### src/hw/rtl/ctk_pkg.sv
package ctk_pkg;

   localparam int TOP_COUNT_DEF    = 25;
   localparam int SAMPLE_WIDTH_DEF = 16;

   localparam int KIND_W = 2;
   localparam logic [KIND_W-1:0] KIND_SAMPLE      = 2'd0;
   localparam logic [KIND_W-1:0] KIND_CONSOLIDATE = 2'd1;
   localparam logic [KIND_W-1:0] KIND_CLEAR       = 2'd2;

   localparam int CSR_INDEX_W = 2;
   localparam logic [CSR_INDEX_W-1:0] CSR_MIN_READING = 2'd0;
   localparam logic [CSR_INDEX_W-1:0] CSR_MAX_READING = 2'd1;

   // controller -> datapath
   typedef struct packed {
      logic load;       // latch the request word
      logic exec;       // apply the latched item to the window state
      logic div_start;  // set up the mean divider
      logic div_step;   // one quotient bit
      logic out_load;   // move the result into the response register
   } ctk_cmd_type;

   // datapath -> controller
   typedef struct packed {
      logic div_needed;
      logic div_last;
      logic out_free;
   } ctk_status_type;

endpackage

### src/hw/rtl/ctk_req_if.sv
interface ctk_req_if #(
   parameter int SAMPLE_WIDTH = ctk_pkg::SAMPLE_WIDTH_DEF
) ();
   import ctk_pkg::*;

   logic                           valid;
   logic                           ready;
   logic        [KIND_W-1:0]       kind;
   logic signed [SAMPLE_WIDTH-1:0] sample;

   modport source (output valid, kind, sample, input ready);
   modport sink   (input valid, kind, sample, output ready);
endinterface

### src/hw/rtl/ctk_rsp_if.sv
interface ctk_rsp_if #(
   parameter int SAMPLE_WIDTH = ctk_pkg::SAMPLE_WIDTH_DEF
) ();
   logic                           valid;
   logic                           ready;
   logic signed [SAMPLE_WIDTH-5:0] latest_integer;
   logic signed [SAMPLE_WIDTH-1:0] consolidated_value;

   modport source (output valid, latest_integer, consolidated_value, input ready);
   modport sink   (input valid, latest_integer, consolidated_value, output ready);
endinterface

### src/hw/rtl/ctk_ctrl.sv
module ctk_ctrl (
   input  logic                    clock,
   input  logic                    reset,
   input  logic                    req_valid,
   output logic                    req_ready,
   input  ctk_pkg::ctk_status_type status,
   output ctk_pkg::ctk_cmd_type    cmd
);
   import ctk_pkg::*;

   localparam logic [1:0] ST_IDLE = 2'd0;
   localparam logic [1:0] ST_EXEC = 2'd1;
   localparam logic [1:0] ST_DIV  = 2'd2;
   localparam logic [1:0] ST_FIN  = 2'd3;

   logic [1:0] state_ff, state_in;

   always_comb begin
      state_in  = state_ff;
      cmd       = '0;
      req_ready = 1'b0;
      case (state_ff)
         ST_IDLE: begin
            req_ready = 1'b1;
            if (req_valid) begin
               cmd.load = 1'b1;
               state_in = ST_EXEC;
            end
         end
         ST_EXEC: begin
            cmd.exec = 1'b1;
            if (status.div_needed) begin
               cmd.div_start = 1'b1;
               state_in      = ST_DIV;
            end else begin
               state_in = ST_FIN;
            end
         end
         ST_DIV: begin
            cmd.div_step = 1'b1;
            if (status.div_last) state_in = ST_FIN;
         end
         ST_FIN: begin
            // wait here while the previous word still sits in the response register
            if (status.out_free) begin
               cmd.out_load = 1'b1;
               state_in     = ST_IDLE;
            end
         end
         default: state_in = ST_IDLE;
      endcase
   end

   always_ff @(posedge clock) begin
      if (reset) state_ff <= ST_IDLE;
      else       state_ff <= state_in;
   end

`ifndef SYNTHESIS
   a_exec_one_cycle: assert property (@(posedge clock) disable iff (reset)
      state_ff == ST_EXEC |=> state_ff == ST_DIV || state_ff == ST_FIN)
      else $error("exec state held longer than one cycle");
   a_load_needs_room: assert property (@(posedge clock) disable iff (reset)
      cmd.out_load |-> status.out_free)
      else $error("response overwritten before it was taken");
   a_div_ends: assert property (@(posedge clock) disable iff (reset)
      state_ff == ST_DIV && status.div_last |=> state_ff == ST_FIN)
      else $error("divider did not hand over to finish");
`endif
endmodule

### src/hw/rtl/ctk_dp.sv
module ctk_dp #(
   parameter int TOP_COUNT    = ctk_pkg::TOP_COUNT_DEF,
   parameter int SAMPLE_WIDTH = ctk_pkg::SAMPLE_WIDTH_DEF
) (
   input  logic                               clock,
   input  logic                               reset,
   input  logic                               csr_we,
   input  logic [ctk_pkg::CSR_INDEX_W-1:0]    csr_index,
   input  logic [SAMPLE_WIDTH-1:0]            csr_wdata,
   input  logic [ctk_pkg::KIND_W-1:0]         req_kind,
   input  logic signed [SAMPLE_WIDTH-1:0]     req_sample,
   output logic                               rsp_valid,
   input  logic                               rsp_ready,
   output logic signed [SAMPLE_WIDTH-5:0]     rsp_latest_integer,
   output logic signed [SAMPLE_WIDTH-1:0]     rsp_consolidated_value,
   input  ctk_pkg::ctk_cmd_type               cmd,
   output ctk_pkg::ctk_status_type            status
);
   import ctk_pkg::*;

   localparam int SW    = SAMPLE_WIDTH;
   localparam int CNT_W = $clog2(TOP_COUNT + 1);
   localparam int SUM_W = SW + $clog2(TOP_COUNT);
   localparam int DIV_W = SUM_W + 1;
   localparam int BIT_W = $clog2(DIV_W);

   // latched request
   logic [KIND_W-1:0]    kind_ff, kind_in;
   logic signed [SW-1:0] sample_ff, sample_in;
   // bounds
   logic signed [SW-1:0] min_ff, min_in, max_ff, max_in;
   // window state, top_ff sorted descending
   logic signed [SW-1:0]    top_ff [TOP_COUNT];
   logic signed [SW-1:0]    top_in [TOP_COUNT];
   logic [CNT_W-1:0]        count_ff, count_in;
   logic signed [SUM_W-1:0] sum_ff, sum_in;
   logic signed [SW-1:0]    latest_ff, latest_in;
   logic signed [SW-1:0]    cons_ff, cons_in;
   // bit-serial divider
   logic [CNT_W-1:0] rem_ff, rem_in;
   logic [DIV_W-1:0] quo_ff, quo_in;
   logic [BIT_W-1:0] bit_ff, bit_in;
   logic             neg_ff, neg_in;
   // response register
   logic                 out_valid_ff, out_valid_in;
   logic signed [SW-5:0] out_lat_ff, out_lat_in;
   logic signed [SW-1:0] out_cons_ff, out_cons_in;

   // insertion datapath
   logic signed [SW-1:0]    v_lo, v_cl;
   logic                    full, take;
   logic [CNT_W-1:0]        last;
   logic [TOP_COUNT-1:0]    below;
   logic signed [SW-1:0]    ins [TOP_COUNT];
   logic signed [SUM_W-1:0] sum_delta;
   // divider
   logic [SUM_W-1:0]  mag;
   logic [CNT_W:0]    trial;
   logic              ge;
   logic [DIV_W-1:0]  quo_step, quo_signed;
   logic signed [SW-1:0] lat_adj;

   always_comb begin
      v_lo = (sample_ff < min_ff) ? min_ff : sample_ff;
      v_cl = (v_lo > max_ff) ? max_ff : v_lo;
      full = (count_ff == CNT_W'(TOP_COUNT));
      last = full ? CNT_W'(TOP_COUNT - 1) : count_ff;
      take = !full || (v_cl > top_ff[TOP_COUNT-1]);
      for (int i = 0; i < TOP_COUNT; i++) begin
         below[i] = (CNT_W'(i) < last) && (top_ff[i] < v_cl);
      end
      // entries at and after the slot shift down by one, the new word drops in
      ins[0] = (below[0] || last == '0) ? v_cl : top_ff[0];
      for (int i = 1; i < TOP_COUNT; i++) begin
         if (below[i-1])                           ins[i] = top_ff[i-1];
         else if (below[i] || CNT_W'(i) == last)   ins[i] = v_cl;
         else                                      ins[i] = top_ff[i];
      end
      sum_delta = full ? (SUM_W'(v_cl) - SUM_W'(top_ff[TOP_COUNT-1])) : SUM_W'(v_cl);
   end

   always_comb begin
      mag        = sum_ff[SUM_W-1] ? SUM_W'(-sum_ff) : SUM_W'(sum_ff);
      trial      = {rem_ff, quo_ff[DIV_W-1]};
      ge         = trial >= {1'b0, count_ff};
      quo_step   = {quo_ff[DIV_W-2:0], ge};
      quo_signed = neg_ff ? (~quo_step + DIV_W'(1)) : quo_step;
      // truncate toward zero
      lat_adj    = latest_ff[SW-1] ? (latest_ff + SW'(15)) : latest_ff;
   end

   always_comb begin
      kind_in      = kind_ff;
      sample_in    = sample_ff;
      min_in       = min_ff;
      max_in       = max_ff;
      top_in       = top_ff;
      count_in     = count_ff;
      sum_in       = sum_ff;
      latest_in    = latest_ff;
      cons_in      = cons_ff;
      rem_in       = rem_ff;
      quo_in       = quo_ff;
      bit_in       = bit_ff;
      neg_in       = neg_ff;
      out_valid_in = out_valid_ff && !rsp_ready;
      out_lat_in   = out_lat_ff;
      out_cons_in  = out_cons_ff;

      if (csr_we) begin
         case (csr_index)
            CSR_MIN_READING: min_in = csr_wdata;
            CSR_MAX_READING: max_in = csr_wdata;
            default: ;
         endcase
      end

      if (cmd.load) begin
         kind_in   = req_kind;
         sample_in = req_sample;
      end

      if (cmd.exec) begin
         case (kind_ff)
            KIND_SAMPLE: begin
               latest_in = sample_ff;
               if (take) begin
                  top_in = ins;
                  sum_in = sum_ff + sum_delta;
                  if (!full) count_in = count_ff + CNT_W'(1);
               end
            end
            KIND_CONSOLIDATE: begin
               if (count_ff == '0) cons_in = '0;
            end
            KIND_CLEAR: begin
               count_in = '0;
               sum_in   = '0;
            end
            default: ;
         endcase
      end

      if (cmd.div_start) begin
         // rounded mean: (|sum| + n/2) / n
         quo_in = DIV_W'(mag) + DIV_W'(count_ff >> 1);
         rem_in = '0;
         bit_in = BIT_W'(DIV_W - 1);
         neg_in = sum_ff[SUM_W-1];
      end

      if (cmd.div_step) begin
         rem_in = ge ? CNT_W'(trial - {1'b0, count_ff}) : CNT_W'(trial);
         quo_in = quo_step;
         bit_in = bit_ff - BIT_W'(1);
         if (bit_ff == '0) cons_in = quo_signed[SW-1:0];
      end

      if (cmd.out_load) begin
         out_valid_in = 1'b1;
         out_lat_in   = lat_adj[SW-1:4];
         out_cons_in  = cons_ff;
      end
   end

   always_ff @(posedge clock) begin
      if (reset) begin
         min_ff       <= {1'b1, {(SW-1){1'b0}}};
         max_ff       <= {1'b0, {(SW-1){1'b1}}};
         count_ff     <= '0;
         sum_ff       <= '0;
         latest_ff    <= '0;
         cons_ff      <= '0;
         bit_ff       <= '0;
         out_valid_ff <= 1'b0;
      end else begin
         min_ff       <= min_in;
         max_ff       <= max_in;
         count_ff     <= count_in;
         sum_ff       <= sum_in;
         latest_ff    <= latest_in;
         cons_ff      <= cons_in;
         bit_ff       <= bit_in;
         out_valid_ff <= out_valid_in;
      end
   end

   always_ff @(posedge clock) begin
      kind_ff     <= kind_in;
      sample_ff   <= sample_in;
      top_ff      <= top_in;
      rem_ff      <= rem_in;
      quo_ff      <= quo_in;
      neg_ff      <= neg_in;
      out_lat_ff  <= out_lat_in;
      out_cons_ff <= out_cons_in;
   end

   assign status.div_needed    = (kind_ff == KIND_CONSOLIDATE) && (count_ff != '0);
   assign status.div_last      = (bit_ff == '0);
   assign status.out_free      = !out_valid_ff || rsp_ready;
   assign rsp_valid            = out_valid_ff;
   assign rsp_latest_integer   = out_lat_ff;
   assign rsp_consolidated_value = out_cons_ff;

`ifndef SYNTHESIS
   a_count_bound: assert property (@(posedge clock) disable iff (reset)
      count_ff <= CNT_W'(TOP_COUNT))
      else $error("kept count above store depth");
   a_empty_sum: assert property (@(posedge clock) disable iff (reset)
      count_ff == '0 |-> sum_ff == '0)
      else $error("empty window with nonzero sum");
   a_rsp_held: assert property (@(posedge clock) disable iff (reset)
      rsp_valid && !rsp_ready |=> rsp_valid && $stable(rsp_latest_integer)
         && $stable(rsp_consolidated_value))
      else $error("response word changed while stalled");
`endif
endmodule

### src/hw/rtl/clamped_top_k_mean.sv
// Clamped top-K mean over a window of Q12.4 sensor samples.
// Request channel (req_if) carries kind and sample: kind 0 clamps the sample
// to [min_reading, max_reading] (max wins if the bounds cross) and inserts it
// into a sorted store of the TOP_COUNT largest; kind 1 stores the rounded
// mean of the kept samples; kind 2 empties the window. Every request gives
// one response word (rsp_if): the latest raw sample truncated to an integer
// and the last consolidated mean.
// Flow: a request is taken only while the block is idle. The word is latched,
// applied to the window in the exec state and, for a consolidate of a
// non-empty window, run through the bit-serial divider, then moved into the
// response register in the finish state; only then is a new request taken.
// The response sits in an output register, so the next request is taken while
// it waits; if the receiver stalls, the following result holds in the block
// until the register frees, and no further request is taken meanwhile.
// Reset (synchronous) empties the window, zeroes latest sample and mean, and
// opens the bounds to the full range. The sorted store needs no clearing.
// Bounds are written through csr_we/csr_index/csr_wdata; the user must write
// them only while idle, a rule the block itself does not enforce.
module clamped_top_k_mean #(
   parameter int TOP_COUNT    = ctk_pkg::TOP_COUNT_DEF,
   parameter int SAMPLE_WIDTH = ctk_pkg::SAMPLE_WIDTH_DEF
) (
   input  logic                            clock,
   input  logic                            reset,
   input  logic                            csr_we,
   input  logic [ctk_pkg::CSR_INDEX_W-1:0] csr_index,
   input  logic [SAMPLE_WIDTH-1:0]         csr_wdata,
   ctk_req_if.sink                         req_if,
   ctk_rsp_if.source                       rsp_if
);
   import ctk_pkg::*;

   ctk_cmd_type    cmd;
   ctk_status_type status;

   ctk_ctrl u_ctrl (
      .clock     (clock),
      .reset     (reset),
      .req_valid (req_if.valid),
      .req_ready (req_if.ready),
      .status    (status),
      .cmd       (cmd)
   );

   ctk_dp #(
      .TOP_COUNT    (TOP_COUNT),
      .SAMPLE_WIDTH (SAMPLE_WIDTH)
   ) u_dp (
      .clock                  (clock),
      .reset                  (reset),
      .csr_we                 (csr_we),
      .csr_index              (csr_index),
      .csr_wdata              (csr_wdata),
      .req_kind               (req_if.kind),
      .req_sample             (req_if.sample),
      .rsp_valid              (rsp_if.valid),
      .rsp_ready              (rsp_if.ready),
      .rsp_latest_integer     (rsp_if.latest_integer),
      .rsp_consolidated_value (rsp_if.consolidated_value),
      .cmd                    (cmd),
      .status                 (status)
   );
endmodule
### src/flat_wrapper.sv
// flat-port wrapper written by rule: the top's interface ports become plain ports
module clamped_top_k_mean_flat import ctk_pkg::*;
#(
   parameter int TOP_COUNT    = ctk_pkg::TOP_COUNT_DEF,
   parameter int SAMPLE_WIDTH = ctk_pkg::SAMPLE_WIDTH_DEF
)
  (clock, reset, csr_we, csr_index, csr_wdata, req_if_valid, req_if_kind, req_if_sample, req_if_ready, rsp_if_valid, rsp_if_latest_integer, rsp_if_consolidated_value, rsp_if_ready);
  ctk_req_if #(.SAMPLE_WIDTH(SAMPLE_WIDTH)) req_if_i ();
  ctk_rsp_if #(.SAMPLE_WIDTH(SAMPLE_WIDTH)) rsp_if_i ();
  input  logic clock;
  input  logic reset;
  input  logic csr_we;
  input  logic [ctk_pkg::CSR_INDEX_W-1:0] csr_index;
  input  logic [SAMPLE_WIDTH-1:0] csr_wdata;
  input wire logic [$bits(req_if_i.valid)-1:0] req_if_valid;
  input wire logic [$bits(req_if_i.kind)-1:0] req_if_kind;
  input wire logic [$bits(req_if_i.sample)-1:0] req_if_sample;
  output wire logic [$bits(req_if_i.ready)-1:0] req_if_ready;
  output wire logic [$bits(rsp_if_i.valid)-1:0] rsp_if_valid;
  output wire logic [$bits(rsp_if_i.latest_integer)-1:0] rsp_if_latest_integer;
  output wire logic [$bits(rsp_if_i.consolidated_value)-1:0] rsp_if_consolidated_value;
  input wire logic [$bits(rsp_if_i.ready)-1:0] rsp_if_ready;
  assign req_if_i.valid = req_if_valid;
  assign req_if_i.kind = req_if_kind;
  assign req_if_i.sample = req_if_sample;
  assign req_if_ready = req_if_i.ready;
  assign rsp_if_valid = rsp_if_i.valid;
  assign rsp_if_latest_integer = rsp_if_i.latest_integer;
  assign rsp_if_consolidated_value = rsp_if_i.consolidated_value;
  assign rsp_if_i.ready = rsp_if_ready;
  clamped_top_k_mean #(.TOP_COUNT(TOP_COUNT), .SAMPLE_WIDTH(SAMPLE_WIDTH)) u_core (.clock(clock), .reset(reset), .csr_we(csr_we), .csr_index(csr_index), .csr_wdata(csr_wdata), .req_if(req_if_i), .rsp_if(rsp_if_i));
endmodule
### config.mk
export PLATFORM = sky130hd
export DESIGN_NAME = clamped_top_k_mean_flat
export DESIGN_NICKNAME = d
export VERILOG_FILES = /design/src/hw/rtl/ctk_pkg.sv /design/src/hw/rtl/ctk_req_if.sv /design/src/hw/rtl/ctk_rsp_if.sv /design/src/hw/rtl/ctk_ctrl.sv /design/src/hw/rtl/ctk_dp.sv /design/src/hw/rtl/clamped_top_k_mean.sv /design/src/flat_wrapper.sv
export SDC_FILE = /design/constraint.sdc
export NUM_CORES = 2
export LEC_CHECK = 0
export CAP_MARGIN = 15
export CORE_MARGIN = 5
export CORE_UTILIZATION = 50
export CTS_CLUSTER_DIAMETER = 120
export DETAILED_ROUTE_END_ITERATION = 12
export DONT_BUFFER_PORTS = 1
export PLACE_DENSITY_LB_ADDON = 0.05
export SLEW_MARGIN = 20
export SYNTH_ARGS = -nofsm -noshare
export SYNTH_HDL_FRONTEND = slang
export SYNTH_SLANG_ARGS = --single-unit
### constraint.sdc
create_clock -name clock -period 7.46 [get_ports clock]
set_clock_uncertainty 0.15 [all_clocks]
set_input_delay 1.492 -clock clock [delete_from_list [all_inputs] [get_ports clock]]
set_output_delay 1.492 -clock clock [all_outputs]
set_load 0.01 [all_outputs]
==> results by group <==
Routing
  – Initial DRC Count: ~1900
  – DRC violations left: 0
  – Routed vias: around 27000
  – Vias per Instance: slightly above 6
  – Routed wire length per instance: between 20 and 30 um
  – 1st-pass router iterations: 7
  – Antenna Nets Post-Route: 0
  – Final wirelength: between 100 and 150 mm

Cells and area
  – N_diodes: 0
  – Multi-input gate area: ~0.020 mm^2
  – Fillers: 5917
  – Register area: about 0.016 mm^2
  – Layout cells sized above 1: 0.269
  – Max FFs per register: 400
  – Synthesis-to-finish area growth: 17.7%
  – Fin cells: 4389
  – Nets: roughly 4000
  – Largest reg by FF count: u_core.u_dp.top_ff
  – Biggest regs: u_core.u_dp.top_ff x400, u_core.u_dp.quo_ff x22, u_core.u_dp.sum_ff x21
  – Design Area, Final: approximately 0.043 mm^2

STA
  – RSZ-0062 raised after global routing: true
  – Setup WS post-layout: -0.0268 ns
  – Hold Slack: 0.284 ns
  – Final Hold Fails: 0
  – Worst slew pin tran: approximately 1.1 ns
  – Fmax: approximately 0.13 GHz
  – Final Slew Violations: 0
  – Fin crit period: between 7 and 8 ns
  – Tcrit/Tclk final: 1.00
  – Rel. slew slack: 0.285
  – Final setup vio count: 1

Setup path
  – Crit path DAT: between 7 and 8 ns
  – Slowest cell on crit path: a221o_1
  – R2R Path Start: u_core.u_dp.sample_ff[1]$_DFFE_PP_
  – Crit path launch type: register
  – Crit path capture type: register
  – Setup CP Type: register to register
  – Max FO, Critical Path: 8
  – Critical Path Source: u_core.u_dp.sample_ff[1]$_DFFE_PP_
  – RR Endpoint: u_core.u_dp.sum_ff[20]$_SDFFE_PP0P_
  – FF-to-FF setup slack: -0.03 ns
  – R2R depth: 36
  – Crit-path most repeated cell: buf_6
  – Crit path largest cell delay: about 0.45 ns
  – Worst EP required: just under 8 ns

Floorplanning
  – Core area: between 0.07 and 0.08 mm^2
  – Total I/O pin count: between 70 and 80
  – Starting density of the core: 0.506
  – Full die area: ~0.078 mm^2
  – Die Y: ~280 um
  – Chip width: ~280 um
  – Num rows: 98

Place
  – Gp weighted congestion: around 0.90
  – Hpwl dp: between 70 and 80 mm
  – Post-DP Area: a little under 0.04 mm^2
  – Placed insts: 4231
  – Port-buffer cells: 0

Min path
  – HP Start: u_core.u_dp.cons_ff[13]$_SDFF_PP0_
  – Hold Crit Class: register to register
  – WHS Path Cells: 0
  – Hold Crit Endpoint: u_core.u_dp.rsp_consolidated_value[13]$_DFFE_PP_

Clock tree
  – CTS Sinks: roughly 570
  – Maximum buffer depth of the clock tree: 3
  – Htree depth: 3
  – CTS tree: done
  – Number of buffers created by CTS: 68
  – Cts hold-fix bufs: 0
  – Root Driver: clkbuf_16
  – Clk_lat worst skew: around 0.62 ns
  – Clk pin slew, worst setup/hold paths: roughly 0.060 ns

Global route
  – Pin count of the biggest net entering global routing: 98
  – Grt total ovfl: 0
  – Global-route wire length before repair: between 150 and 200 mm
  – Overall global routing resource usage: 0.276
  – Vias in the first global route: between 20000 and 30000
  – Initial antenna violation count: 1

Logic synthesis
  – Post-synth top flop: edfxtp_1
  – Avg Inst Size Synth: around 11 um^2
  – Number of flops mapped to enable cells by yosys: roughly 470
  – Post-synth cell types: between 90 and 100
  – Yosys warns: 0
  – Synthesis-stage register bit count: approximately 570
  – Post-synth net total: ~3700
  – Post-synth ARST share: 0
  – Post-Syn Instances: about 3200
  – Sequential-to-total area share from yosys stat: 0.447
  – Synthesized area: 0.0363 mm^2

Pwr
  – Clock network power share: 0.210
  – P_leak: 16.6 nW
  – Logic gate share of total power: 0.522
  – Total power: roughly 0.016 W
  – Sequential group share of total power: 0.268
  – Net Sw Frac: 0.397
  – Pwr per Cell Area: 369 mW/mm^2
  – Peak VDD IR: ~210 uV
  – NetSw: around 0.0063 W
  – Int Power: about 0.0095 W

Outcome
  – Status: finished with violations
  – Failing checks: setup timing

Flow run
  – Max-cap viol count: 0
-- through the flow --
step / utilization / TNS, ns / setup slack [ns]
after floorplan: - / -4.25 / -0.265
after global placement: 0.548 / -8.73 / -0.458
after detailed placement: 0.548 / -30.40 / -0.566
after CTS: 0.583 / -0.155 / -0.0935
after global routing: 0.595 / -17.49 / -0.362
final: 0.595 / -0.0268 / -0.0268
-- how the worst max path moves through the flow --
stage                                          endpoint  cells after the start
detailed placement  u_core.u_dp.sum_ff[19]$_SDFFE_PP0P_                     35
CTS                 u_core.u_dp.sum_ff[20]$_SDFFE_PP0P_                     36
global route        u_core.u_dp.sum_ff[20]$_SDFFE_PP0P_                     37
finish              u_core.u_dp.sum_ff[20]$_SDFFE_PP0P_                     36
floorplan             u_core.u_dp.top_ff[240]$_DFFE_PP_                     29
global placement    u_core.u_dp.sum_ff[19]$_SDFFE_PP0P_                     35
-- worst max-delay path: cells and delay by family (launching register included) --
family / cells / cell delay (ns)
AO/OA/AOI/OAI: 18 / 3.77
XOR/XNOR: 2 / 0.26
adder cells (fa/ha/maj): 4 / 1.09
buffers and inverters: 5 / 0.74
flip-flops: 1 / 0.39
multiplexers: 2 / 0.38
AND/OR/NAND/NOR: 5 / 0.59
-- power groups by stage --
stage / combinational, W / sequential [W] / clock (W)
after floorplan: 0.00463 / 0.00424 / 0
after global placement: 0.00753 / 0.00428 / 0
after detailed placement: 0.00770 / 0.00429 / 0
after CTS: 0.00785 / 0.00422 / 0.00337
after global routing: 0.00890 / 0.00425 / 0.00351
final: 0.00823 / 0.00423 / 0.00331
-- area by class of cell --
type | instances | share of cell area
multi-input combinational | 2363 | 0.471
sequential | 572 | 0.379
timing repair buffer | 288 | 0.0624
clock inverter | 39 | 0.00923
clock buffer | 79 | 0.0416
tap | 950 | 0.0278
inverter | 98 | 0.00897
-- routing by layer --
metal	wire length (um)	GRT usage
met5	8	0
met4	4650	0.106
met3	5770	0.0398
met2	54300	0.477
met1	47000	0.354
-- cells in the mapped netlist, types with 7 or more instances --
| cell type | instances | area (um^2) |
|---|---|---|
| clkbuf_1 | 86 | 323 |
| xor2_1 | 28 | 245 |
| and4_1 | 8 | 70.1 |
| buf_6 | 15 | 169 |
| mux2_2 | 351 | 3950 |
| a21oi_1 | 210 | 1050 |
| o21ai_0 | 140 | 701 |
| mux2_4 | 15 | 225 |
| or3_1 | 8 | 50.1 |
| a211o_1 | 24 | 210 |
| a22oi_1 | 17 | 128 |
| mux2_1 | 22 | 248 |
| nand2_1 | 234 | 878 |
| a31oi_1 | 26 | 163 |
| a211oi_1 | 14 | 105 |
| buf_2 | 13 | 65.1 |
| inv_1 | 94 | 353 |
| xnor2_1 | 65 | 569 |
| nor2_1 | 157 | 589 |
| nand2b_1 | 43 | 269 |
| a2111oi_0 | 8 | 70.1 |
| or2_2 | 10 | 62.6 |
| o41ai_1 | 9 | 78.8 |
| ha_1 | 449 | 5620 |
| nor3_1 | 35 | 175 |
| o21ai_1 | 19 | 95.1 |
| nor2b_1 | 47 | 294 |
| edfxtp_1 | 474 | 14200 |
| a21o_1 | 103 | 773 |
| o211ai_1 | 11 | 82.6 |
| o21a_1 | 16 | 120 |
| o2111ai_1 | 10 | 87.6 |
| nor4_1 | 11 | 68.8 |
| nor3b_1 | 17 | 128 |
| o31ai_1 | 14 | 105 |
| dfxtp_1 | 98 | 1960 |
| nand3_1 | 50 | 250 |
| nand4_1 | 77 | 482 |
| nor4b_1 | 7 | 61.3 |
-- logic make-up (layout without fill, tap and decap cells) --
| logic type | after synthesis | in the layout | synth area share |
|---|---|---|---|
| buffers and inverters | 222 | 504 | 0.0275 |
| AND/OR/NAND/NOR | 738 | 738 | 0.0999 |
| XOR/XNOR | 93 | 93 | 0.0225 |
| flip-flops | 572 | 572 | 0.447 |
| adder cells (fa/ha/maj) | 453 | 453 | 0.157 |
| AO/OA/AOI/OAI | 688 | 688 | 0.124 |
| multiplexers | 391 | 391 | 0.123 |
-- cell usage in the layout (no fill, tap or decap), types with 65 or more instances in the layout --
cell type,Yosys,layout
ha_1,449,435
nand2_1,234,229
clkbuf_16,0,70
xnor2_1,65,65
o21ai_0,140,115
nor2_1,157,154
mux2_2,351,350
a21oi_1,210,196
buf_4,6,236
nand4_1,77,77
inv_1,94,89
a21o_1,103,102
dfxtp_1,98,98
edfxtp_1,474,474
-- repair_timing --
item	CTS	global route
gates resized for setup	34	134
gates cloned	0	3
endpoints found under the setup margin	310	788
buffers inserted	10	27
pin swaps	27	71
Note: power is estimated with default switching activity, not from simulation.
